`src/rtl/assert_macros.svh`:
```
// Assertion macros used by dic_core.
// Assertions compile away when SYNTHESIS is defined.
`ifndef ASSERT_MACROS_SVH
`define ASSERT_MACROS_SVH
`ifndef SYNTHESIS
// Clocked check, ignored while reset is high.
`define ASSERT_CLK(label, clk, rst, prop) \
  label: assert property (@(posedge clk) disable iff (rst) prop) \
    else $error("assertion failed");
// Clocked check that also holds through reset.
`define ASSERT_NR(label, clk, prop) \
  label: assert property (@(posedge clk) prop) else $error("assertion failed");
`else
`define ASSERT_CLK(label, clk, rst, prop)
`define ASSERT_NR(label, clk, prop)
`endif
`endif

```
`src/rtl/dic_pkg.sv`:
```
// Package for the dual interrupt controller: widths, codes and beat types.
// No dependencies.
`default_nettype none

package dic_pkg;

  localparam int unsigned SourceCountDefault = 26;
  localparam int unsigned MainBits           = 15;
  localparam int unsigned SecondMaskBits     = 26;
  localparam int unsigned DataBits           = 32;
  localparam int unsigned OpBits             = 2;
  localparam int unsigned SelBits            = 3;
  localparam int unsigned SrcBits            = 5;

  typedef enum logic [OpBits-1:0] {
    OP_READ  = 2'd0,
    OP_WRITE = 2'd1,
    OP_RAISE = 2'd2
  } op_t;

  typedef enum logic [SelBits-1:0] {
    SEL_MAIN_MASK     = 3'd0,
    SEL_MAIN_STATUS   = 3'd1,
    SEL_SECOND_MASK   = 3'd2,
    SEL_SECOND_STATUS = 3'd3,
    SEL_SECOND_CTRL   = 3'd4
  } sel_t;

  typedef struct packed {
    logic [OpBits-1:0]   operation;
    logic [SelBits-1:0]  reg_select;
    logic [DataBits-1:0] write_data;
    logic [SrcBits-1:0]  source;
  } req_t;

  typedef struct packed {
    logic [DataBits-1:0] read_data;
    logic                iop_pending;
  } rsp_t;

  // Handshake between pipeline stages.
  typedef struct packed {
    logic valid;
    logic ready;
  } link_t;

endpackage

`default_nettype wire

```
`src/rtl/dic_if.sv`:
```
// Request and response channel interfaces of the dual interrupt controller.
// Depends on dic_pkg.
`default_nettype none

interface dic_req_if import dic_pkg::*; ();
  logic                valid;
  logic                ready;
  logic [OpBits-1:0]   operation;
  logic [SelBits-1:0]  reg_select;
  logic [DataBits-1:0] write_data;
  logic [SrcBits-1:0]  source_id;

  modport source (output valid, operation, reg_select, write_data, source_id, input ready);
  modport sink   (input valid, operation, reg_select, write_data, source_id, output ready);
endinterface

interface dic_rsp_if import dic_pkg::*; ();
  logic                valid;
  logic                ready;
  logic [DataBits-1:0] read_data;
  logic                iop_pending;

  modport source (output valid, read_data, iop_pending, input ready);
  modport sink   (input valid, read_data, iop_pending, output ready);
endinterface

`default_nettype wire

```
`src/rtl/dic_in_stage.sv`:
```
// Input register: captures one request beat and holds it until the core commits it.
// Depends on dic_pkg and dic_req_if.
`default_nettype none

module dic_in_stage import dic_pkg::*; (
  input  wire logic clk,
  input  wire logic rst,
  dic_req_if.sink   req,
  input  wire logic down_ready,
  output link_t     link,
  output req_t      item
);

  logic valid;
  logic take;

  assign take      = !valid || down_ready;
  assign req.ready = take;
  assign link.valid = valid;
  assign link.ready = take;

  always_ff @(posedge clk) begin
    if (rst) begin
      valid <= 1'b0;
    end else if (take) begin
      valid <= req.valid;
    end
  end

  always_ff @(posedge clk) begin
    if (take && req.valid) begin
      item.operation  <= req.operation;
      item.reg_select <= req.reg_select;
      item.write_data <= req.write_data;
      item.source     <= req.source_id;
    end
  end

endmodule

`default_nettype wire

```
`src/rtl/dic_core.sv`:
```
// Register banks and next-state logic; computes the response for the held request.
// Depends on dic_pkg and assert_macros.svh.
`default_nettype none
`include "assert_macros.svh"

module dic_core import dic_pkg::*; #(
  parameter int unsigned SOURCE_COUNT = SourceCountDefault
) (
  input  wire logic clk,
  input  wire logic rst,
  input  wire logic commit,
  input  req_t      item,
  output rsp_t      result
);

  localparam int unsigned StatusW = SOURCE_COUNT;
  localparam int unsigned SrcCmpW = SrcBits + 1;

  logic [MainBits-1:0]       main_mask, main_mask_next;
  logic [MainBits-1:0]       main_status, main_status_next;
  logic [SecondMaskBits-1:0] second_mask, second_mask_next;
  logic [StatusW-1:0]        second_status, second_status_next;
  logic                      global_enable, global_enable_next;
  logic [DataBits-1:0]       read_data;
  logic                      src_valid;
  logic                      pending;

  assign src_valid = {1'b0, item.source} < SrcCmpW'(SOURCE_COUNT);

  always_comb begin
    main_mask_next     = main_mask;
    main_status_next   = main_status;
    second_mask_next   = second_mask;
    second_status_next = second_status;
    global_enable_next = global_enable;
    read_data          = '0;
    unique case (op_t'(item.operation))
      OP_READ: begin
        unique case (sel_t'(item.reg_select))
          SEL_MAIN_MASK:     read_data = DataBits'(main_mask);
          SEL_MAIN_STATUS:   read_data = DataBits'(main_status);
          SEL_SECOND_MASK:   read_data = DataBits'(second_mask);
          SEL_SECOND_STATUS: read_data = DataBits'(second_status);
          SEL_SECOND_CTRL: begin
            // read-to-clear enable
            read_data          = DataBits'(global_enable);
            global_enable_next = 1'b0;
          end
          default: read_data = '0;
        endcase
      end
      OP_WRITE: begin
        unique case (sel_t'(item.reg_select))
          SEL_MAIN_MASK:     main_mask_next = main_mask ^ item.write_data[MainBits-1:0];
          SEL_MAIN_STATUS:   main_status_next = main_status & ~item.write_data[MainBits-1:0];
          SEL_SECOND_MASK:   second_mask_next = item.write_data[SecondMaskBits-1:0];
          SEL_SECOND_STATUS: second_status_next = second_status & item.write_data[StatusW-1:0];
          SEL_SECOND_CTRL:   global_enable_next = item.write_data[0];
          default: ;
        endcase
      end
      OP_RAISE: begin
        if (src_valid) begin
          second_status_next = second_status | (StatusW'(1) << item.source);
        end
      end
      default: ;
    endcase
  end

  // Pending line reflects the state after this beat.
  assign pending = global_enable_next &&
                   ((DataBits'(second_status_next) & DataBits'(second_mask_next)) != '0);

  assign result.read_data   = read_data;
  assign result.iop_pending = pending;

  always_ff @(posedge clk) begin
    if (rst) begin
      main_mask     <= '0;
      main_status   <= '0;
      second_mask   <= '0;
      second_status <= '0;
      global_enable <= 1'b0;
    end else if (commit) begin
      main_mask     <= main_mask_next;
      main_status   <= main_status_next;
      second_mask   <= second_mask_next;
      second_status <= second_status_next;
      global_enable <= global_enable_next;
    end
  end

  `ASSERT_NR(a_reset_clears, clk, $past(rst) |-> (global_enable == 1'b0 && second_status == '0))
  `ASSERT_CLK(a_main_status_no_set, clk, rst, $past(!rst) |-> ((main_status & ~$past(main_status)) == '0))
  `ASSERT_CLK(a_ctrl_read_clears, clk, rst, commit && item.operation == OP_READ && item.reg_select == SEL_SECOND_CTRL |=> !global_enable)
  `ASSERT_CLK(a_raise_sets_bit, clk, rst, commit && item.operation == OP_RAISE && src_valid |=> ((second_status >> $past(item.source)) & StatusW'(1)) != '0)

endmodule

`default_nettype wire

```
`src/rtl/dic_out_stage.sv`:
```
// Result register: holds one response beat until the sink takes it.
// Depends on dic_pkg and dic_rsp_if.
`default_nettype none

module dic_out_stage import dic_pkg::*; (
  input  wire logic clk,
  input  wire logic rst,
  input  wire logic load,
  input  rsp_t      result,
  output logic      can_take,
  dic_rsp_if.source rsp
);

  logic valid;
  rsp_t held;

  assign can_take        = !valid || rsp.ready;
  assign rsp.valid       = valid;
  assign rsp.read_data   = held.read_data;
  assign rsp.iop_pending = held.iop_pending;

  always_ff @(posedge clk) begin
    if (rst) begin
      valid <= 1'b0;
    end else if (can_take) begin
      valid <= load;
    end
  end

  always_ff @(posedge clk) begin
    if (load) begin
      held <= result;
    end
  end

endmodule

`default_nettype wire

```
`src/rtl/dual_interrupt_controller.sv`:
```
// Top level of the dual interrupt controller: input register, core, result register.
// Depends on dic_pkg, dic_if, dic_in_stage, dic_core and dic_out_stage.
//
//  channel | dir | payload                                      | beat
//  --------+-----+----------------------------------------------+-------------------
//  req     | in  | operation, reg_select, write_data, source_id | valid && ready
//  rsp     | out | read_data, iop_pending                       | valid && ready
//
// One request beat per cycle when rsp is not stalled; each yields exactly one response beat,
// passing through the input register, then the result register.
// Register update and response logic sit in the core between the two.
// Reset (rst, synchronous) clears all bank registers and empties both stages.
// A stall on rsp holds the result register; req stays ready while either stage is free.
`default_nettype none

module dual_interrupt_controller import dic_pkg::*; #(
  parameter int unsigned SOURCE_COUNT = SourceCountDefault
) (
  input wire logic  clk,
  input wire logic  rst,
  dic_req_if.sink   req,
  dic_rsp_if.source rsp
);

  link_t in_link;
  req_t  item;
  rsp_t  result;
  logic  can_take;
  logic  commit;

  // held beat moves on when the input register is also free to refill
  assign commit = in_link.valid && in_link.ready;

  dic_in_stage u_in (
    .clk        (clk),
    .rst        (rst),
    .req        (req),
    .down_ready (can_take),
    .link       (in_link),
    .item       (item)
  );

  dic_core #(
    .SOURCE_COUNT (SOURCE_COUNT)
  ) u_core (
    .clk    (clk),
    .rst    (rst),
    .commit (commit),
    .item   (item),
    .result (result)
  );

  dic_out_stage u_out (
    .clk      (clk),
    .rst      (rst),
    .load     (commit),
    .result   (result),
    .can_take (can_take),
    .rsp      (rsp)
  );

endmodule

`default_nettype wire
```
`src/flat_wrapper.sv`:
```
// flat-port wrapper written by rule: the top's interface ports become plain ports
module dual_interrupt_controller_flat import dic_pkg::*;
#(
  parameter int unsigned SOURCE_COUNT = SourceCountDefault
)
  (clk, rst, req_valid, req_operation, req_reg_select, req_write_data, req_source_id, req_ready, rsp_valid, rsp_read_data, rsp_iop_pending, rsp_ready);
  dic_req_if req_i ();
  dic_rsp_if rsp_i ();
  input wire logic clk;
  input wire logic rst;
  input wire logic [$bits(req_i.valid)-1:0] req_valid;
  input wire logic [$bits(req_i.operation)-1:0] req_operation;
  input wire logic [$bits(req_i.reg_select)-1:0] req_reg_select;
  input wire logic [$bits(req_i.write_data)-1:0] req_write_data;
  input wire logic [$bits(req_i.source_id)-1:0] req_source_id;
  output wire logic [$bits(req_i.ready)-1:0] req_ready;
  output wire logic [$bits(rsp_i.valid)-1:0] rsp_valid;
  output wire logic [$bits(rsp_i.read_data)-1:0] rsp_read_data;
  output wire logic [$bits(rsp_i.iop_pending)-1:0] rsp_iop_pending;
  input wire logic [$bits(rsp_i.ready)-1:0] rsp_ready;
  assign req_i.valid = req_valid;
  assign req_i.operation = req_operation;
  assign req_i.reg_select = req_reg_select;
  assign req_i.write_data = req_write_data;
  assign req_i.source_id = req_source_id;
  assign req_ready = req_i.ready;
  assign rsp_valid = rsp_i.valid;
  assign rsp_read_data = rsp_i.read_data;
  assign rsp_iop_pending = rsp_i.iop_pending;
  assign rsp_i.ready = rsp_ready;
  dual_interrupt_controller #(.SOURCE_COUNT(SOURCE_COUNT)) u_core (.clk(clk), .rst(rst), .req(req_i), .rsp(rsp_i));
endmodule
```
`config.mk`:
```
export PLATFORM = sky130hd
export DESIGN_NAME = dual_interrupt_controller_flat
export DESIGN_NICKNAME = d
export VERILOG_FILES = /design/src/rtl/dic_pkg.sv /design/src/rtl/dic_if.sv /design/src/rtl/dic_in_stage.sv /design/src/rtl/dic_core.sv /design/src/rtl/dic_out_stage.sv /design/src/rtl/dual_interrupt_controller.sv /design/src/flat_wrapper.sv
export VERILOG_INCLUDE_DIRS = /design/src /design/src/rtl
export SDC_FILE = /design/constraint.sdc
export NUM_CORES = 1
export LEC_CHECK = 0
export BUFFER_PORTS_ARGS = -buffer_cell sky130_fd_sc_hd__buf_4
export CORE_MARGIN = 1
export CORE_UTILIZATION = 50
export DETAILED_ROUTE_END_ITERATION = 12
export PLACE_DENSITY_LB_ADDON = 0.05
export SLEW_MARGIN = 20
export SYNTH_ARGS = -nofsm -noshare
export SYNTH_HDL_FRONTEND = slang
export SYNTH_SLANG_ARGS = --single-unit
```
`constraint.sdc`:
```
create_clock -name clk -period 2.75 [get_ports clk]
set_clock_uncertainty 0.05 [all_clocks]
set_input_delay 0.1375 -clock clk [delete_from_list [all_inputs] [get_ports clk]]
set_output_delay 0.1375 -clock clk [all_outputs]
set_load 0.05 [all_outputs]
```
# Yosys cells after proc, flatten, opt, wreduce, memory -nomap -nowiden
# Cells that the tools add are included.
[word_totals]
wordCells = 48
in_bits = 46
output_inout_bits = 35
ff_bits = 154
[op_classes]
n_eq_ne = 6
n_mux = 9
n_lt_le_gt_ge = 1
reduce_logical = 12
n_shift = 1
bitwise_logic = 6
[ops]
columns = ["operator", "count"]
rows = [
  ["case mux 26 bit (5 select lines)", 1],
  ["two-way mux 26 bit", 4],
  ["bitwise AND 26 bit", 2],
  ["case mux 26 bit (2 select lines)", 1],
  ["nonzero test 32 bit", 1],
  ["bitwise OR 26 bit", 1],
  ["<< shifter 1 x 5 -> 26 bit (first input constant)", 1],
  ["bitwise AND 15 bit", 1],
  ["inverter 15 bit", 1],
  ["bitwise XOR 15 bit", 1],
  ["equality test 3 x 2 -> 1 bit (second input constant)", 2],
  ["AND reduction 3 bit", 2],
  ["less-than comparator 5 bit (second input constant)", 1],
  ["equality test 3 x 1 -> 1 bit (second input constant)", 1],
  ["equality test 3 bit (second input constant)", 1],
  ["logical AND 1 bit", 3],
  ["logical NOT 3 bit", 1],
  ["equality test 2 x 1 -> 1 bit (second input constant)", 1],
  ["equality test 2 bit (second input constant)", 1],
  ["logical NOT 1 bit", 2],
  ["logical NOT 2 bit", 1],
  ["logical OR 1 bit", 2],
  ["two-way mux 1 bit", 2],
  ["case mux 1 bit (2 select lines)", 1],
]

# Longest topological paths before layout
[logic_depth]
ltp_word = 7
mapped_depth = 11
depth_no_buf = 8

# Modules after synthesis
# Synthesis repeated with hierarchy kept, for this count alone.
[unflattened]
cells_unflattened = 656
hier_area_um2 = 6977.9
[by_module_without_submodules]
columns = ["module", "area_each_um2", "instances", "seq_area_each_um2", "cells_each"]
rows = [
  ["dic_core", 4603.2, 1, 1661.6, 569],
  ["dic_in_stage", 1331.3, 1, 1281.2, 49],
  ["dic_out_stage", 1037.2, 1, 1011.0, 37],
  ["dual_interrupt_controller", 6.3, 1, 0.0, 1],
]

# Worst setup path after synthesis
# OpenSTA, ideal clock, no wires.
[synth_path]
kind = "reg2reg"
from = "reg, netlist name u_core.u_in.item[40]"
to = "reg u_core.u_out.held (netlist bit u_core.u_out.rsp.iop_pending), data pin"
n_path_buf = 1
setup_time_ps = 277
arrival_ps = 2197
path_stages_with_launch = 10
setup_slack_ps = 226
synth_period_minus_slack_ps = 2524
cell_sequence = "edfxtp_1 > inv_1 > ha_1 > or3b_1 > buf_6 > o311ai_2 > a21oi_1 > or4_4 > a2111oi_4 > a41oi_1"
[synth_via]
elab_chain_cells = 5
word_cells_on_any_way = 9
[synth_lines]
columns = ["element", "line", "rtl"]
rows = [
  ["equality test 2 bit or equality test 2 x 1 -> 1 bit (tied branches)", "dic_core.sv:37", "unique case (op_t'(item.operation))"],
  ["case mux 26 bit (2 select lines) or two-way mux 26 bit (tied branches)", "dic_core.sv:37", ""],
  ["bitwise AND 26 bit", "dic_core.sv:73", "((DataBits'(second_status_next) & DataBits'(second_mask_next)) != '0);"],
  ["nonzero test 32 bit", "dic_core.sv:73", ""],
  ["logical AND 1 bit (*)", "dic_core.sv:72", "assign pending = global_enable_next &&"],
  ["via u_core.u_core.pending", "dic_core.sv:26", "logic pending;"],
  ["end signal, assigned", "dic_out_stage.sv:32", "held <= result;"],
  ["end, declared", "dic_out_stage.sv:15", "rsp_t held;"],
]
# The timed path passes the listed nets; every way through them passes the cells marked *.
# A chain may end at the register's enable or synchronous reset.

# Worst setup path after layout
[layout_path]
from = "reg, netlist name u_core.u_in.item[40]"
to = "reg u_core.u_out.held (netlist bit u_core.u_out.rsp.iop_pending), data pin"
[layout_via]
elab_chain_cells = 5
word_cells_on_any_way = 9
[layout_lines]
columns = ["element", "line"]
rows = [
  ["equality test 2 bit or equality test 2 x 1 -> 1 bit (tied branches)", "dic_core.sv:37"],
  ["case mux 26 bit (2 select lines) or two-way mux 26 bit (tied branches)", "dic_core.sv:37"],
  ["bitwise AND 26 bit", "dic_core.sv:73"],
  ["nonzero test 32 bit", "dic_core.sv:73"],
  ["logical AND 1 bit (*)", "dic_core.sv:72"],
  ["via u_core.u_core.pending", "dic_core.sv:26"],
]
# Marked as above.

==> metrics list <==
* Result of the run: finished, final reports clean
- Power dissipated by switching net loads: 1260 µW
* Cells along the critical path: buf_4 > ha_2 > or3b_4 > buf_6 > o311ai_2 > a21oi_1 > or4_4 > a2111oi_4 > a41oi_1
* Post-synth cell types: 54
* Synth Cell Area: 6560 µm²
- Largest driver fanout on the critical path: 7
- Largest net degree at the start of global routing: 86
- EDFF count, synth: 63
* Total wire length: 18000 µm
* Metal1 wirelength: 7890 µm
- Post-route design area: 8450 µm²
- In the synthesized netlist the async set-or-reset flop fraction comes to 0%.
- Amount of wire on met3 after detailed routing: 1290 µm
* Biggest area consumer among synthesized cells: edfxtp_1
* DRT iter0 DRCs: 503
- Number of buffer and inverter stages on the critical path: 2
* Via/cell ratio: 5.80
- Metal2 WL: 8300 µm
- The path class of the tightest hold or removal check is input pin to flip-flop.
- The congestion estimate from routability-driven global placement came to 0.886.
- Worst Setup Start Kind: flip-flop
* Number of vias in the routed layout: 5527
- Number of buffers inserted by port buffering: 68
- Pwr dens: 643 nW/µm²
- Sorting the synthesized cells by area gives the leading types as edfxtp_1 29%, dfxtp_1 26%, a21oi_1 7.1%.
* Arrival @ worst endpoint: 2.83 ns
- After clock tree synthesis, the clock-pin slew on the worst setup and hold paths is 0.06 ns.
* Synth Instances: 650
* Max-slew headroom at the worst pin: 39.2%
- Via count of the first global-routing pass: 5251
* Kind of critical path: flip-flop to flip-flop
- TritonCTS built the clock tree.
- GRT Overall Usage: 28.0%
* Peak clock frequency supported by timing: 366 MHz
- Fraction of layout instances using a drive strength above 1: 20.0%
* Largest incremental delay on the critical path: 0.52 ns
- By count the netlist is led by 93 x a21oi_1, 85 x dfxtp_1, 85 x nand2_1.
- Clock tree synthesis found a total of 148 sinks.
- Antenna violations before repair: 0
* Share of power burned in registers: 44.6%
* Internal power: 4170 µW
- Starting Density: 51.5%
* P_leak: 0.00291 µW
- Each instance of the synthesized netlist takes up on average 10.1 µm².
- No sink is reached through more buffers than the 2 on the longest clock path.
- Source-to-sink clock delay at the later pin of the worst-skew pair: 0.43 ns
* Time the final worst path needs with I/O delays and setup: 2.73 ns
- The most common cell in the synthesized netlist is a21oi_1.
- Data on the critical path is required at its endpoint by 2.85 ns.
- Period Utilization, post-route: 99.3%
* Setup violation total in the final timing report: 0
* Total power: 5430 µW
- VDD sags by at most 0.539 mV.
* Count of state elements after synthesis: 148
* Worst setup slack after layout: 0.0188 ns
- At the end of the flow, the number of nets in the layout was 817.
- Once placement finished, the instance area stood at 7330 µm².
* Final HPWL from detailed placement: 11500 µm
- The first detailed-routing pass took 5 iterations.
* Core Box Area: 12700 µm²
* Residual antenna-violating net count after detailed routing: 0
- During synthesis, Yosys emitted a total of 0 warnings.
- Number of max-slew violations in the final report: 0
- The die covers 13600 µm².
- Endpoint kind of the worst setup timing path: flip-flop
- After detailed routing, the number of remaining DRC violations is 0.
- Ant diodes: 0
* Transition time at the pin with the least slew margin: 0.912 ns
- The first global-routing pass estimated 28000 µm of wire.
- Num CTS Buffers: 17
- Crit path max-delay family: simple AND/OR/NAND/NOR gates
- Chip Height: 117 µm
- The initialized floorplan defines 41 standard-cell rows.
- Register area share after synthesis: 54.8%
* Post-synthesis to final-layout area growth: 28.9%
* Share of power burned in the clock network: 46.5%
* Switching share of power: 23.3%
- For this run, the leading register cell type out of synthesis is dfxtp_1.
- Clock root cell: clkbuf_16
* Setup WS pre-CTS: -0.0610 ns
- From left edge to right edge, the die measures 117 µm.
- Signal routing reaches up to met4.
- Setup repair after global routing could not meet its margin everywhere.
- On the critical path, the stage with the largest delay is an instance of or4_4.
- The synthesized design devotes to its leading area cell type 28.9% of total area.
- After detailed routing, the average wire length per cell comes to 18.8 µm.
- Num ports: 81
- Max_cap viols: 0
- Combinational group share of total power: 8.9%
* Aggregate global routing overflow: 0
- The number of hold violations in the final report was 0.
* Level count of the clock H-tree: 4
-- area by class of cell --
| cell class | instances | area (µm²) |
|---|---|---|
| clock inverter | 10 | 139 |
| timing repair buffer | 147 | 1230 |
| tap | 172 | 215 |
| inverter | 3 | 11.3 |
| multi-input combinational | 451 | 2750 |
| fill | 1042 | 4270 |
| sequential | 148 | 3590 |
| clock buffer | 22 | 518 |
-- metal layers --
layer | GRT usage, % | vias to the layer above
met1 | 37.1 | 2659
li1 | - | 2607
met2 | 43.3 | 228
met4 | 10.9 | 0
met3 | 7.78 | 33
met5 | 0 | -
-- sequential cells by signal, indices dropped and copies added (netlist names) --
name	count
u_core.u_out.rsp.iop_pending	1
u_core.u_core.global_enable	1
u_core.u_core.main_status	15
u_core.u_in.item	36
u_core.u_out.rsp.read_data	26
u_core.u_in.valid	1
u_core.u_core.second_mask	26
u_core.u_core.second_status	26
u_core.u_out.rsp.valid	1
u_core.u_core.main_mask	15
-- path summary, 6_finish.rpt --
kind / cells past startpoint / slack, ns / end / startpoint
setup / recovery: 9 / 0.02 / u_core.u_out.rsp.iop_pending / u_core.u_in.item[40]
hold / removal: 2 / 0.25 / u_core.u_core.main_mask[12] / rst
hold reg to reg: 2 / 0.40 / u_core.u_core.main_status[2] / u_core.u_core.main_status[2]
setup reg to reg: 9 / 0.02 / u_core.u_out.rsp.iop_pending / u_core.u_in.item[40]
-- layout by cell type (no fill, tap or decap), drive strengths merged, types with 6 or more instances in the layout --
| cell | Yosys | layout |
|---|---|---|
| a311oi | 11 | 11 |
| xor2 | 15 | 15 |
| edfxtp | 63 | 63 |
| o21ai | 6 | 6 |
| nand2 | 85 | 85 |
| nor3 | 9 | 9 |
| nand2b | 18 | 18 |
| conb | 1 | 6 |
| a22oi | 40 | 40 |
| dfxtp | 85 | 85 |
| nor2 | 67 | 67 |
| dlygate4sd3 | 0 | 38 |
| mux2i | 25 | 25 |
| nor4 | 12 | 12 |
| a21oi | 93 | 93 |
| buf | 20 | 109 |
| clkbuf | 33 | 22 |
| o311ai | 8 | 8 |
-- repair_timing --
action,in CTS,in global routing
pin swaps,0,1
hold endpoints to repair,38,0
gates resized for setup,2,7
endpoints found under the setup margin,1,1
setup buffers,0,5
hold buffers,38,0
-- cell families after synthesis --
group,Yosys count,share of synthesized area [%]
and+or+nand+nor,219,16.0
AOI/OAI and AO/OA,182,18.2
DFF,148,54.8
buffers and inverters,56,4.31
muxes,26,3.99
xor gates and xnor gates,15,2.00
adders and majority gates,3,0.573
other,1,0.0572
-- power groups by stage --
stage	Sequential (µW)	Clock [µW]	Combinational, µW
CTS	2420	2550	473
global route	2430	2640	515
floorplan	2510	0	208
detailed placement	2470	0	425
finish	2420	2530	483
global placement	2470	0	419
-- per-stage QoR --
step | TNS (ns) | util, % | hold WS, ns | std cells
CTS | -0.0315 | 65.9 | 0.254 | 948
global placement | 0 | 57.6 | 0.265 | 878
detailed placement | -0.0610 | 57.6 | 0.267 | 878
finish | 0 | 66.4 | 0.249 | 953
floorplan | 0 | - | 0.186 | 655
global route | -0.108 | 66.4 | 0.285 | 953
Power figures use the tool's default switching activity.
